### config.mk
export PLATFORM = sky130hd
export DESIGN_NAME = note_retrigger_tracker_flat
export DESIGN_NICKNAME = d
export VERILOG_FILES = /design/src/design/nrt_pkg.sv /design/src/design/nrt_ifs.sv /design/src/design/note_retrigger_tracker.sv /design/src/design/nrt_ctrl.sv /design/src/design/nrt_datapath.sv /design/src/flat_wrapper.sv
export SDC_FILE = /design/constraint.sdc
export NUM_CORES = 1
export LEC_CHECK = 0
export ABC_AREA = 1
export BUFFER_PORTS_ARGS = -buffer_cell sky130_fd_sc_hd__buf_2
export CORE_ASPECT_RATIO = 0.9
export CORE_MARGIN = 8
export CORE_UTILIZATION = 55
export CTS_BUF_LIST = sky130_fd_sc_hd__clkbuf_16
export DETAILED_ROUTE_END_ITERATION = 7
export MAX_ROUTING_LAYER = met4
export PLACE_DENSITY_LB_ADDON = 0.25
export SYNTH_ARGS = -nofsm -noshare
export SYNTH_HDL_FRONTEND = slang
export SYNTH_HIERARCHICAL = 1
export SYNTH_SLANG_ARGS = --single-unit
### constraint.sdc
create_clock -name i_clk -period 3.7 [get_ports i_clk]
set_input_delay 0.74 -clock i_clk [delete_from_list [all_inputs] [get_ports i_clk]]
set_output_delay 0.74 -clock i_clk [all_outputs]
set_load 0.02 [all_outputs]
### src/design/nrt_pkg.sv
// Shared types, codes and sizes of the note retrigger tracker.
package nrt_pkg;

    localparam int PIPELINES = 64;
    localparam int PIPE_AW   = (PIPELINES > 1) ? $clog2(PIPELINES) : 1;
    localparam int CNT_W     = 8;
    localparam int CFG_IDX_W = 2;
    localparam int CFG_DAT_W = 7;

    localparam logic [CNT_W-1:0] CNT_MAX    = 8'hFF;
    localparam logic [7:0]       NO_PIPE    = 8'hFF;
    localparam logic [7:0]       NOTE_LIMIT = 8'd128;
    localparam logic [7:0]       PIPE_LIMIT = 8'(PIPELINES);

    // Event kinds.
    localparam logic [1:0] ACT_ON    = 2'd0;
    localparam logic [1:0] ACT_OFF   = 2'd1;
    localparam logic [1:0] ACT_CLEAR = 2'd2;

    // Retrigger modes.
    localparam logic [1:0] MODE_IGNORE = 2'd0;
    localparam logic [1:0] MODE_RESET  = 2'd1;
    localparam logic [1:0] MODE_STACK  = 2'd2;

    // Result status codes.
    localparam logic [2:0] ST_DONE        = 3'd0;
    localparam logic [2:0] ST_PANIC_DROP  = 3'd1;
    localparam logic [2:0] ST_BAD_NOTE    = 3'd2;
    localparam logic [2:0] ST_UNMAPPED    = 3'd3;
    localparam logic [2:0] ST_IGNORED     = 3'd4;
    localparam logic [2:0] ST_SPURIOUS    = 3'd5;
    localparam logic [2:0] ST_STACKED     = 3'd6;
    localparam logic [2:0] ST_OFF_REFUSED = 3'd7;

    // Off paths.
    localparam logic [1:0] OFF_NONE    = 2'd0;
    localparam logic [1:0] OFF_ACTIONS = 2'd1;
    localparam logic [1:0] OFF_DIRECT  = 2'd2;

    // LED events.
    localparam logic [1:0] LED_NONE = 2'd0;
    localparam logic [1:0] LED_ON   = 2'd1;
    localparam logic [1:0] LED_OFF  = 2'd2;

    // Configuration register indexes.
    localparam logic [CFG_IDX_W-1:0] CFG_PIPE_COUNT = 2'd0;
    localparam logic [CFG_IDX_W-1:0] CFG_LED_ENABLE = 2'd1;

    typedef struct packed {
        logic [1:0]  action;
        logic [7:0]  note;
        logic [6:0]  velocity;
        logic [7:0]  pipeline_index;
        logic [1:0]  retrig_mode;
        logic        has_on_actions;
        logic        has_off_actions;
        logic        has_off_actuator;
        logic        sched_ready;
        logic        panic;
        logic [31:0] event_time;
    } t_in_item;

    typedef struct packed {
        logic [2:0]       status;
        logic [1:0]       off_kind;
        logic             fire_on;
        logic             on_via_actions;
        logic [1:0]       led_event;
        logic [7:0]       pipeline_out;
        logic [6:0]       note_out;
        logic [6:0]       velocity_out;
        logic [31:0]      time_out;
        logic [CNT_W-1:0] count_out;
    } t_out_item;

    // Controller to datapath.
    typedef struct packed {
        logic capture;
        logic commit;
    } t_cmd;

    // Datapath to controller.
    typedef struct packed {
        logic out_free;
    } t_stat;

endpackage

### src/design/nrt_ifs.sv
// Handshake channel interfaces of the note retrigger tracker.
interface nrt_in_if import nrt_pkg::*; ();
    logic     valid;
    logic     ready;
    t_in_item data;
    modport source (output valid, output data, input ready);
    modport sink (input valid, input data, output ready);
endinterface

interface nrt_out_if import nrt_pkg::*; ();
    logic      valid;
    logic      ready;
    t_out_item data;
    modport source (output valid, output data, input ready);
    modport sink (input valid, input data, output ready);
endinterface

interface nrt_cfg_if import nrt_pkg::*; ();
    logic                 valid;
    logic                 ready;
    logic [CFG_IDX_W-1:0] index;
    logic [CFG_DAT_W-1:0] data;
    modport source (output valid, output index, output data, input ready);
    modport sink (input valid, input index, input data, output ready);
endinterface

### src/design/note_retrigger_tracker.sv
// Top level of the note retrigger tracker: controller plus datapath.
//
// Usage:
//   i_in carries one note event word (action, note, velocity, pipeline index and
//   shape, scheduler readiness, panic, timestamp). Each accepted word yields
//   exactly one result word on o_out: status, off path, on path, LED event and
//   the pipeline's active-note counter after the event.
//   i_cfg writes the pipeline count (index 0) and led_enable (index 1); it is
//   ready from the first cycle after reset; the user must write it only while
//   no event is in flight, and the block itself does not enforce this.
// Timing:
//   The accepting edge captures an event and reads its counter from the
//   64-entry counter memory; the commit edge, taken once the output register
//   is free, decides, writes the counter back and loads the result word into
//   the output register. i_in.ready returns with the result, so a new event is
//   taken only after the last one is committed, a bound set by the
//   read-modify-write of the counter memory.
// Reset:
//   All counters read as zero (per-entry valid bits are cleared at once), both
//   configuration registers are zero, no result is pending, and i_in and i_cfg
//   hold ready low until the first cycle after reset.
// Stall:
//   While o_out waits on its receiver, one further event may be captured; it
//   then holds until the output register frees, and i_in.ready stays low.
module note_retrigger_tracker import nrt_pkg::*; (
    input  logic      i_clk,
    input  logic      i_rst_n,
    nrt_in_if.sink    i_in,
    nrt_cfg_if.sink   i_cfg,
    nrt_out_if.source o_out
);

    t_cmd  cmd;
    t_stat stat;

    nrt_ctrl u_ctrl (
        .i_clk      (i_clk),
        .i_rst_n    (i_rst_n),
        .i_in_valid (i_in.valid),
        .o_in_ready (i_in.ready),
        .i_stat     (stat),
        .o_cmd      (cmd)
    );

    nrt_datapath u_datapath (
        .i_clk       (i_clk),
        .i_rst_n     (i_rst_n),
        .i_cmd       (cmd),
        .o_stat      (stat),
        .i_item      (i_in.data),
        .i_cfg       (i_cfg),
        .o_out_valid (o_out.valid),
        .o_out_data  (o_out.data),
        .i_out_ready (o_out.ready)
    );

endmodule

### src/design/nrt_ctrl.sv
// Sequencing state machine: captures an event, then commits it to the output register.
module nrt_ctrl import nrt_pkg::*; (
    input  logic  i_clk,
    input  logic  i_rst_n,
    input  logic  i_in_valid,
    output logic  o_in_ready,
    input  t_stat i_stat,
    output t_cmd  o_cmd
);

    typedef enum logic {
        S_IDLE,
        S_EXEC
    } t_state;

    t_state r_state;
    logic   r_in_ready;

    always_comb begin
        o_cmd.capture = (r_state == S_IDLE) && i_in_valid && r_in_ready;
        o_cmd.commit  = (r_state == S_EXEC) && i_stat.out_free;
    end

    assign o_in_ready = r_in_ready;

    always_ff @(posedge i_clk) begin
        if (!i_rst_n) begin
            r_state    <= S_IDLE;
            r_in_ready <= 1'b0;
        end else begin
            unique case (r_state)
                S_IDLE: begin
                    if (i_in_valid && r_in_ready) begin
                        r_state    <= S_EXEC;
                        r_in_ready <= 1'b0;
                    end else begin
                        r_in_ready <= 1'b1;
                    end
                end
                S_EXEC: begin
                    if (i_stat.out_free) begin
                        r_state    <= S_IDLE;
                        r_in_ready <= 1'b1;
                    end
                end
                default: begin
                    r_state    <= S_IDLE;
                    r_in_ready <= 1'b1;
                end
            endcase
        end
    end

endmodule

### src/design/nrt_datapath.sv
// Counter store, event decision logic, configuration registers and output register.
module nrt_datapath import nrt_pkg::*; (
    input  logic      i_clk,
    input  logic      i_rst_n,
    input  t_cmd      i_cmd,
    output t_stat     o_stat,
    input  t_in_item  i_item,
    nrt_cfg_if.sink   i_cfg,
    output logic      o_out_valid,
    output t_out_item o_out_data,
    input  logic      i_out_ready
);

    logic [CNT_W-1:0] mem_cnt [PIPELINES];
    logic [PIPELINES-1:0] r_cnt_vld;

    t_in_item         r_item;
    logic [CNT_W-1:0] r_rd_data;
    logic             r_rd_vld;
    logic [6:0]       r_pipe_count;
    logic             r_led_en;
    logic             r_cfg_rdy;
    logic             r_out_vld;
    t_out_item        r_out;

    logic [PIPE_AW-1:0] rd_addr;
    logic [PIPE_AW-1:0] wr_addr;
    logic [CNT_W-1:0]   cur_cnt;
    logic [CNT_W-1:0]   base_cnt;
    logic [CNT_W-1:0]   wr_val;
    logic               wr_en;
    logic               clr_all;
    logic               mapped;
    logic               is_on;
    logic               sched;
    t_out_item          n_out;

    assign i_cfg.ready     = r_cfg_rdy;
    assign o_stat.out_free = !r_out_vld || i_out_ready;
    assign o_out_valid     = r_out_vld;
    assign o_out_data      = r_out;

    // The event's own index is read in the capture cycle, the held one after.
    assign rd_addr = i_cmd.capture ? i_item.pipeline_index[PIPE_AW-1:0]
                                   : r_item.pipeline_index[PIPE_AW-1:0];
    assign wr_addr = r_item.pipeline_index[PIPE_AW-1:0];

    always_comb begin
        mapped  = (r_item.pipeline_index != NO_PIPE)
               && (r_item.pipeline_index < {1'b0, r_pipe_count})
               && (r_item.pipeline_index < PIPE_LIMIT);
        is_on   = (r_item.action == ACT_ON) && (r_item.velocity != '0);
        cur_cnt = r_rd_vld ? r_rd_data : '0;

        base_cnt = cur_cnt;
        wr_en    = 1'b0;
        wr_val   = cur_cnt;
        clr_all  = 1'b0;
        sched    = 1'b1;

        n_out                = '0;
        n_out.status         = ST_DONE;
        n_out.off_kind       = OFF_NONE;
        n_out.led_event      = LED_NONE;
        n_out.pipeline_out   = r_item.pipeline_index;
        n_out.note_out       = (r_item.note < NOTE_LIMIT) ? r_item.note[6:0] : '0;
        n_out.velocity_out   = r_item.velocity;
        n_out.time_out       = r_item.event_time;

        if (r_item.action == ACT_CLEAR) begin
            clr_all = 1'b1;
        end else if (r_item.action != ACT_ON && r_item.action != ACT_OFF) begin
            n_out.status = ST_IGNORED;
        end else if (r_item.panic && is_on) begin
            n_out.status = ST_PANIC_DROP;
        end else if (r_item.note >= NOTE_LIMIT) begin
            n_out.status = ST_BAD_NOTE;
        end else if (!mapped) begin
            n_out.status = ST_UNMAPPED;
        end else if (is_on) begin
            if (cur_cnt != '0 && r_item.retrig_mode == MODE_IGNORE) begin
                n_out.status = ST_IGNORED;
            end else begin
                if (cur_cnt != '0 && r_item.retrig_mode == MODE_RESET
                        && r_item.has_off_actions) begin
                    n_out.off_kind = OFF_ACTIONS;
                    base_cnt       = '0;
                end
                n_out.fire_on        = 1'b1;
                n_out.on_via_actions = r_item.has_on_actions;
                if (r_led_en) begin
                    n_out.led_event = LED_ON;
                end
                wr_en  = 1'b1;
                wr_val = (base_cnt == CNT_MAX) ? base_cnt : base_cnt + 1'b1;
            end
        end else begin
            if (cur_cnt == '0) begin
                n_out.status = ST_SPURIOUS;
            end else if (cur_cnt > 8'd1 && r_item.retrig_mode == MODE_STACK) begin
                wr_en        = 1'b1;
                wr_val       = cur_cnt - 1'b1;
                n_out.status = ST_STACKED;
            end else begin
                if (r_item.has_off_actions) begin
                    n_out.off_kind = OFF_ACTIONS;
                    sched          = r_item.sched_ready;
                end else if (r_item.has_off_actuator) begin
                    n_out.off_kind = OFF_DIRECT;
                    sched          = r_item.sched_ready;
                end
                wr_en = 1'b1;
                // A refused off leaves one note active so the next release retries.
                wr_val = sched ? '0 : 8'd1;
                if (!sched) begin
                    n_out.status = ST_OFF_REFUSED;
                end else if (r_led_en) begin
                    n_out.led_event = LED_OFF;
                end
            end
        end

        // A clear empties every counter, the addressed one included.
        n_out.count_out = (mapped && !clr_all) ? (wr_en ? wr_val : cur_cnt) : '0;
    end

    always_ff @(posedge i_clk) begin
        if (i_cmd.capture) begin
            r_item <= i_item;
        end
        if (i_cmd.commit) begin
            r_out <= n_out;
        end
        r_rd_data <= mem_cnt[rd_addr];
        if (i_cmd.commit && wr_en) begin
            mem_cnt[wr_addr] <= wr_val;
        end
    end

    always_ff @(posedge i_clk) begin
        if (!i_rst_n) begin
            r_cnt_vld    <= '0;
            r_rd_vld     <= 1'b0;
            r_pipe_count <= '0;
            r_led_en     <= 1'b0;
            r_cfg_rdy    <= 1'b0;
            r_out_vld    <= 1'b0;
        end else begin
            r_cfg_rdy <= 1'b1;
            r_rd_vld  <= r_cnt_vld[rd_addr];
            if (i_cmd.commit && clr_all) begin
                r_cnt_vld <= '0;
            end else if (i_cmd.commit && wr_en) begin
                r_cnt_vld[wr_addr] <= 1'b1;
            end
            if (i_cfg.valid && r_cfg_rdy) begin
                unique case (i_cfg.index)
                    CFG_PIPE_COUNT: r_pipe_count <= i_cfg.data;
                    CFG_LED_ENABLE: r_led_en     <= i_cfg.data[0];
                    default: ;
                endcase
            end
            if (i_cmd.commit) begin
                r_out_vld <= 1'b1;
            end else if (i_out_ready) begin
                r_out_vld <= 1'b0;
            end
        end
    end

    a_out_from_commit: assert property (@(posedge i_clk) disable iff (!i_rst_n)
        $rose(r_out_vld) |-> $past(i_cmd.commit))
        else $error("result word appeared without a commit");

    a_fire_is_done: assert property (@(posedge i_clk) disable iff (!i_rst_n)
        (r_out_vld && r_out.fire_on) |-> (r_out.status == ST_DONE && r_out.count_out != '0))
        else $error("note-on fired with a bad status or an empty counter");

    a_refused_keeps_one: assert property (@(posedge i_clk) disable iff (!i_rst_n)
        (r_out_vld && r_out.status == ST_OFF_REFUSED)
            |-> (r_out.count_out == 8'd1 && r_out.off_kind != OFF_NONE))
        else $error("refused off did not leave the counter at one");

    a_led_needs_enable: assert property (@(posedge i_clk) disable iff (!i_rst_n)
        (r_out_vld && r_out.led_event != LED_NONE) |-> r_led_en)
        else $error("LED event raised while LED events are disabled");

endmodule
### src/flat_wrapper.sv
// flat-port wrapper written by rule: the top's interface ports become plain ports
module note_retrigger_tracker_flat import nrt_pkg::*;
  (i_clk, i_rst_n, i_in_valid, i_in_data, i_in_ready, i_cfg_valid, i_cfg_index, i_cfg_data, i_cfg_ready, o_out_valid, o_out_data, o_out_ready);
  nrt_in_if i_in_i ();
  nrt_cfg_if i_cfg_i ();
  nrt_out_if o_out_i ();
  input  logic i_clk;
  input  logic i_rst_n;
  input wire logic [$bits(i_in_i.valid)-1:0] i_in_valid;
  input wire logic [$bits(i_in_i.data)-1:0] i_in_data;
  output wire logic [$bits(i_in_i.ready)-1:0] i_in_ready;
  input wire logic [$bits(i_cfg_i.valid)-1:0] i_cfg_valid;
  input wire logic [$bits(i_cfg_i.index)-1:0] i_cfg_index;
  input wire logic [$bits(i_cfg_i.data)-1:0] i_cfg_data;
  output wire logic [$bits(i_cfg_i.ready)-1:0] i_cfg_ready;
  output wire logic [$bits(o_out_i.valid)-1:0] o_out_valid;
  output wire logic [$bits(o_out_i.data)-1:0] o_out_data;
  input wire logic [$bits(o_out_i.ready)-1:0] o_out_ready;
  assign i_in_i.valid = i_in_valid;
  assign i_in_i.data = i_in_data;
  assign i_in_ready = i_in_i.ready;
  assign i_cfg_i.valid = i_cfg_valid;
  assign i_cfg_i.index = i_cfg_index;
  assign i_cfg_i.data = i_cfg_data;
  assign i_cfg_ready = i_cfg_i.ready;
  assign o_out_valid = o_out_i.valid;
  assign o_out_data = o_out_i.data;
  assign o_out_i.ready = o_out_ready;
  note_retrigger_tracker u_core (.i_clk(i_clk), .i_rst_n(i_rst_n), .i_in(i_in_i), .i_cfg(i_cfg_i), .o_out(o_out_i));
endmodule
==> run_results.csv, run 1 <==
group,metric,value,unit
outcome,run_status,"complete, no violations",
worst_hold_path,hold_path.class,"primary input to register",
logic_synthesis,ys.warnings.count,6,
logic_synthesis,synth_top_cell_by_area,"edfxtp_1",
sta,final.period_utilization,0.906,
cts,cts.repair.resized,0,
layout,final_util,0.636,
layout,final_net_count,2744,
power,cellLeakagePower,11.8,nW
logic_synthesis,postSynthAreaPerCell,12.0,µm²
logic_synthesis,synthFlopType,"edfxtp_1",
setup_path,timing.critical_path.fanout_max,64,
sta,timing.clock.skew,0.0168,ns
setup_path,worstSetupPathType,"register to register",
cts,max-clock-path-buffers,3,
detailed_routing,m1WireLength,31800,µm
sta,final_max_slew_viol_count,0,
setup_path,timing.critical_path.to_type,"register",
cts,post_cts_buffers,0,
logic_synthesis,leading_post_synthesis_cells_by_cell_area,"edfxtp_1, dfxtp_1, o21ai_0",
setup_path,cp_slowest_stage_delay,0.62,ns
sta,setup_tns_final,0,ns
power,powerDensity,528,nW/µm²
sta,fmax,0.298,GHz
logic_synthesis,synth_top_area_share,0.652,
sta,total_count_of_hold_check_failures_in_the_final_report,0,
logic_synthesis,netlist_instances,2472,
power,power.ir.vdd_worst,0.467,mV
setup_path,kind_of_launch_point_of_the_worst_setup_path,"register",
sta,setup_viol,0,
logic_synthesis,ys_ff_latch,732,
floorplanning,rows,81,
global_routing,grt.overflow.total,0,
logic_synthesis,synth.lib_cells_used.distinct,40,
setup_path,crit_path_top_delay_cell,"buf_4",
cts,cts.reportedPaths.clkPinSlew,0.06,ns
setup_path,timing.critical_path.arrival,3.64,ns
global_routing,largest_net_degree_at_the_start_of_global_routing,136,
global_routing,grt_first_pass_wirelength,122000,µm
detailed_routing,drtAntennaViolNets,0,
power,internal_power,13.8,mW
floorplanning,ioPinCount,152,
global_routing,grt_pass1_vias,20400,
layout,syn2layout_area_growth,15.2,%
sta,timing.final.crit_period,3.35,ns
placed_design,portBuffers,151,
power,net-switching-power,4.27,mW
cts,cts_num_sinks,732,
detailed_routing,remaining_drc_errors,0,
detailed_routing,met2_wirelength,37500,µm
logic_synthesis,synth_seq_area_share,0.710,
detailed_routing,detail_route.wl_per_cell,23.3,µm
power,seqPwrFrac,0.508,
cts,cts-buffers-inserted,73,
logic_synthesis,postSynth.asyncResetShare,0,
cts,cts_root_buffer,"clkbuf_16",
setup_path,cell_by_cell_listing_of_the_critical_path,"nand2_1 > ha_1 > inv_1 > nor2_1 > nand2_2 > nand2_2 > nand3_1 > nor2_1 > nand2_1 > a21boi_0 > o21ai_0 > nand2_2 > buf_4",
global_routing,grt_antenna_before_repair,2,
detailed_routing,route.top_layer_used,"met4",
detailed_routing,route.vias.total,21100,
cts,htree_num_levels,3,
floorplanning,die-width,261,µm
job,timing.max_cap.violations,0,
logic_synthesis,synth_area,29800,µm²
setup_path,worst_path_most_repeated_cell,"nand2_2",
sta,timing.max_slew.rel_slack,0.334,
floorplanning,initial_utilization,0.552,
floorplanning,die_h,237,µm
logic_synthesis,postSynthNetCount,2559,
global_routing,grt_overall_usage,0.263,
placed_design,gp_routability_congestion,0.909,
power,power_frac_comb,0.090,
detailed_routing,totalWireLength,79800,µm
detailed_routing,detailed_route_vias_per_instance,6.15,
detailed_routing,wl_met3,7810,µm
sta,tightestPinTransition,0.992,ns
power,power.clock.fraction,0.402,
cts,worst_skew_pair.late_latency,0.61,ns
sta,grt_setup_unrepaired,"no",
logic_synthesis,number_of_synthesized_flops_with_an_enable_pin,647,
placed_design,post-dp-hpwl,48600,µm
cts,tritoncts_clock_tree,"done",
detailed_routing,first_iter_violations,2732,
power,power_switching_share,0.236,
floorplanning,total_die_area,61800,µm²
layout,post_route_cells_drive_above_1_share,0.152,
setup_path,critical_path_required,3.99,ns
layout,fillers,4025,
cts,cts_hold_buf,0,
detailed_routing,first_pass_iters,6,
floorplanning,core_area,53900,µm²
critical path: cells and delay by family (launching register included):
family	cells	cell delay [ns]
simple gates	8	1.36
buf+inv	2	0.66
flops	1	0.39
compound gates	2	0.34
fa+ha+maj	1	0.21
Yosys cell counts, drive strengths merged, types with 4 or more instances:
| cell type | n |
|---|---|
| clkbuf | 127 |
| ha | 9 |
| a21oi | 108 |
| nand4 | 66 |
| dfxtp | 85 |
| nor2 | 356 |
| o21bai | 46 |
| buf | 38 |
| edfxtp | 647 |
| o211ai | 87 |
| nor3 | 16 |
| inv | 123 |
| clkinv | 4 |
| o22ai | 43 |
| o221ai | 54 |
| nand2 | 191 |
| xor2 | 4 |
| o21ai | 341 |
| nand3 | 119 |
metal layers:
layer / GRT usage / vias to the layer above
met2: 0.399 / 1114
li1: - / 9479
met3: 0.0546 / 192
met1: 0.354 / 10300
met4: 0.0896 / 0
met5: - / -
per-stage QoR:
step | cell area (µm²) | total power [mW] | setup slack, ns | cells | hold slack [ns]
floorplan | 29800 | 10.3 | 0.289 | 2472 | 0.400
global placement | 31900 | 10.9 | 0.442 | 3287 | 0.400
detailed placement | 31900 | 11.0 | 0.382 | 3287 | 0.405
CTS | 34300 | 18.2 | 0.349 | 3420 | 0.276
global route | 34300 | 18.7 | 0.0242 | 3423 | 0.282
finish | 34300 | 18.1 | 0.348 | 3423 | 0.304
area by class of cell:
cell class	instances	area, µm²	share of cell area
antenna	3	7.51	0.000219
clock buffer	79	1980	0.0576
clock inverter	54	388	0.0113
inverter	127	495	0.0144
multi-input combinational	1448	7460	0.218
sequential	732	21100	0.616
tap	705	882	0.0257
timing repair buffer	275	1950	0.0568
power groups by stage:
stage / Clock [mW] / Combinational [mW] / Sequential (mW)
3_5_place_dp: 0 / 1.61 / 9.37
4_1_cts: 7.42 / 1.62 / 9.19
2_1_floorplan: 0 / 0.931 / 9.39
5_1_grt: 7.71 / 1.77 / 9.20
6_report: 7.28 / 1.64 / 9.20
3_3_place_gp: 0 / 1.57 / 9.37
registers in the layout (all words and copies together), names as in the netlist, 7 cells and up:
name                            cells
u_core/u_datapath/o_out_data       71
u_core/u_datapath/r_pipe_count      7
u_core/u_datapath/n_out            47
u_core/u_datapath/r_item           17
u_core/u_datapath/r_rd_data         8
u_core/u_datapath/mem_cnt         512
u_core/u_datapath/r_cnt_vld        64
worst paths after layout:
check	from	endpoint	slack, ns	depth (start not counted)
setup / recovery	u_core/u_datapath/r_rd_vld$_SDFF_PN0_	u_core/u_datapath/mem_cnt[45][0]$_DFFE_PP_	0.35	13
hold / removal	i_in_data[20]	u_core/u_datapath/n_out[28]$_DFFE_PP_	0.30	1
setup reg to reg	u_core/u_datapath/r_rd_vld$_SDFF_PN0_	u_core/u_datapath/mem_cnt[45][0]$_DFFE_PP_	0.35	13
hold reg to reg	u_core/u_datapath/n_out[39]$_DFFE_PP_	u_core/u_datapath/o_out_data[39]$_DFFE_PP_	0.42	0
cells in the final DEF, fill, tap and decap left out, types with 4 or more instances in the layout:
| master | n |
|---|---|
| edfxtp_1 | 647 |
| nor2_1 | 353 |
| o21ai_0 | 333 |
| nand2_1 | 177 |
| buf_2 | 151 |
| inv_1 | 123 |
| nand3_1 | 116 |
| a21oi_1 | 108 |
| buf_4 | 103 |
| o211ai_1 | 87 |
| dfxtp_1 | 85 |
| clkbuf_16 | 79 |
| nand4_1 | 65 |
| o221ai_1 | 54 |
| o21bai_1 | 46 |
| o22ai_1 | 43 |
| clkinv_1 | 25 |
| buf_12 | 21 |
| nor3_1 | 15 |
| nand2_2 | 13 |
| clkinv_2 | 11 |
| inv_2 | 9 |
| ha_1 | 9 |
| bufinv_16 | 6 |
| o21ai_1 | 4 |
| xor2_1 | 4 |
cells by family (layout without fill, tap and decap cells):
| group | count (synthesis) | in the layout | share of synthesized area |
|---|---|---|---|
| compound gates | 684 | 684 | 0.136 |
| buf+inv | 292 | 535 | 0.0413 |
| flops | 732 | 732 | 0.710 |
| simple gates | 750 | 750 | 0.108 |
| fa+ha+maj | 9 | 9 | 0.00378 |
| other cells | 0 | 3 | 0 |
| xor+xnor | 5 | 5 | 0.00147 |
Note: power is estimated with default switching activity, not from simulation.
==> run 2: changes to the inputs <==
CELL_PAD_IN_SITES_DETAIL_PLACEMENT = 0   (was unset)
CELL_PAD_IN_SITES_GLOBAL_PLACEMENT = 1   (was unset)
CORE_UTILIZATION = 45   (was 55)
==> run 2 against run 1 <==
  * Total power rose by 0.85%
  * Worst setup slack improved by 0.054 ns
  * Utilization fell by 11 points
  * Clock skew rose by 0.0055 ns
  * Final cell count rose by 4.6%
  * First-iteration DRC count fell by 14%
  * Via count fell by 2.1%
  * Largest power group unchanged
==> run_results.csv, run 2 (synthesized netlist as in run 1, its figures left out) <==
group,metric,value,unit
global_routing,grt.overflow.total,0,
detailed_routing,detailed_route_vias_per_instance,5.76,
global_routing,grt_pass1_vias,19800,
layout,layout.cells.most_common,"edfxtp_1",
power,finalPower,18.3,mW
cts,htree_num_levels,3,
worst_hold_path,hold_start,"i_in_data[19]",
layout,final_net_count,2745,
layout,final_cell_mix,"edfxtp_1, nor2_1, o21ai_0",
setup_path,r2r_cells,17,
placed_design,post-dp-hpwl,49600,µm
setup_path,critical_path_required,4.12,ns
cts,worst_skew_pair.late_latency,0.62,ns
sta,whs,0.293,ns
layout,largest_register,"u_core/u_datapath/mem_cnt",
sta,timing.final.crit_period,3.30,ns
power,seqPwrFrac,0.504,
setup_path,reg2reg_setup_slack,0.40,ns
global_routing,largest_net_degree_at_the_start_of_global_routing,136,
worst_hold_path,hold_path.class,"primary input to register",
detailed_routing,totalWireLength,83200,µm
floorplanning,rows,89,
sta,setup_viol,0,
cts,cts_hold_buf,0,
worst_hold_path,timing.hold.worst_endpoint,"u_core/u_datapath/n_out[27]$_DFFE_PP_",
sta,tightestPinTransition,0.878,ns
cts,post_cts_buffers,0,
detailed_routing,remaining_drc_errors,0,
sta,timing.max_slew.rel_slack,0.413,
detailed_routing,first_pass_iters,6,
setup_path,timing.critical_path.to_type,"register",
power,power_switching_share,0.240,
worst_hold_path,worst_hold_path.num_cells,1,
power,internal_power,13.9,mW
cts,cts_root_buffer,"clkbuf_16",
power,power.ir.vdd_worst,0.343,mV
detailed_routing,drtAntennaViolNets,0,
sta,timing.clock.skew,0.0224,ns
power,net-switching-power,4.39,mW
global_routing,grt_overall_usage,0.225,
setup_path,worstSetupPathType,"register to register",
placed_design,portBuffers,151,
sta,final_max_slew_viol_count,0,
setup_path,timing.critical_path.fanout_max,44,
cts,max-clock-path-buffers,3,
sta,total_count_of_hold_check_failures_in_the_final_report,0,
cts,cts-buffers-inserted,76,
floorplanning,initial_utilization,0.455,
layout,post_route_cells_drive_above_1_share,0.153,
setup_path,timing.critical_path.arrival,3.72,ns
setup_path,rr_startpoint,"u_core/u_datapath/r_rd_data[0]$_DFF_P_",
detailed_routing,first_iter_violations,2351,
power,power_frac_comb,0.092,
floorplanning,core_area,65500,µm²
floorplanning,die-width,287,µm
outcome,run_status,"complete, no violations",
cts,cts_num_sinks,732,
global_routing,grt_antenna_before_repair,4,
layout,syn2layout_area_growth,16.1,%
sta,fmax,0.303,GHz
floorplanning,total_die_area,74700,µm²
setup_path,critical_path.reg2reg.endpoint,"u_core/u_datapath/mem_cnt[59][1]$_DFFE_PP_",
cts,tritoncts_clock_tree,"done",
power,powerDensity,529,nW/µm²
sta,final.period_utilization,0.891,
job,timing.max_cap.violations,0,
setup_path,kind_of_launch_point_of_the_worst_setup_path,"register",
power,cellLeakagePower,11.8,nW
power,power.clock.fraction,0.405,
floorplanning,die_h,260,µm
placed_design,gp_routability_congestion,0.844,
sta,grt_setup_unrepaired,"no",
floorplanning,ioPinCount,152,
detailed_routing,detail_route.wl_per_cell,23.2,µm
global_routing,grt_first_pass_wirelength,125000,µm
detailed_routing,route.vias.total,20600,
cts,cts.reportedPaths.clkPinSlew,0.06,ns
sta,setup_tns_final,0,ns
cts,cts.repair.resized,0,
layout,largest_reg_flops,512,
==> run 2: cell count changes in the layout (fill, tap and decap cells not counted), moves of 2 or more <==
cell	delta
buf_12	+6
inv_1	-3
bufinv_16	+2
buf_4	-8
clkbuf_16	-3
clkinv_2	+2
==> run 2: worst max-delay path by stage <==
stage	startpoint	endpoint	slack, ns	cells after the start
final	u_core/u_datapath/r_rd_data[0]$_DFF_P_	u_core/u_datapath/mem_cnt[59][1]$_DFFE_PP_	0.40	17
after global routing	u_core/u_datapath/r_rd_data[0]$_DFF_P_	u_core/u_datapath/mem_cnt[41][6]$_DFFE_PP_	0.06	13
after CTS	u_core/u_datapath/r_rd_data[0]$_DFF_P_	u_core/u_datapath/mem_cnt[51][1]$_DFFE_PP_	0.43	17
after detailed placement	i_in_valid	u_core/u_datapath/r_rd_data[0]$_DFF_P_	0.45	14
after global placement	i_in_valid	u_core/u_datapath/r_rd_data[2]$_DFF_P_	0.45	15
after floorplan	i_in_valid	u_core/u_datapath/r_rd_data[1]$_DFF_P_	0.29	14
==> run 2: power groups by stage <==
stage          combinational (mW)  clock [mW]  sequential [mW]
2_1_floorplan               0.931           0             9.39
4_1_cts                      1.66        7.54             9.20
3_5_place_dp                 1.66           0             9.38
3_3_place_gp                 1.64           0             9.38
5_1_grt                      1.81        7.82             9.20
6_report                     1.67        7.39             9.20
==> run 2: metrics by stage <==
step / instances / cell area, µm² / worst slack [ns] / utilization
after global routing: 3580 / 34600 / 0.0623 / 0.528
after global placement: 3444 / 32200 / 0.447 / 0.491
after CTS: 3576 / 34600 / 0.429 / 0.528
after detailed placement: 3444 / 32200 / 0.453 / 0.491
after floorplan: 2472 / 29800 / 0.289 / -
final: 3580 / 34600 / 0.402 / 0.528
==> run 2: area by class of cell <==
| cell class | count | area, µm² |
|---|---|---|
| clock inverters | 56 | 467 |
| clock buffers | 76 | 1900 |
| diodes | 4 | 10.0 |
| repair buffers | 273 | 2010 |
| fillers | 5545 | 30900 |
| flip-flops and latches | 732 | 21100 |
| inverters | 127 | 495 |
| well taps | 864 | 1080 |
| multi-input cells | 1448 | 7470 |
==> run 2: critical path: stages (launching register included) <==
cell and delay, ns:
dfxtp_1 0.39, nand2_1 0.32, ha_1 0.21, inv_1 0.04, nor2_1 0.12, nand2_2 0.10, nand2_2 0.20, nand3_1 0.15
nor2_1 0.17, nand2_1 0.20, nand2_1 0.12, nand2_1 0.05, nand2_1 0.05, nand2_1 0.10, nand2_1 0.08, nand2_1 0.11
inv_2 0.35, buf_12 0.28
==> run 2: layer usage <==
layer	up-vias	track usage	part of all wire
met5	-	-	0
met4	0	0.0675	0.029
met3	164	0.0469	0.079
met2	798	0.338	0.46
met1	10200	0.309	0.43
li1	9471	-	-
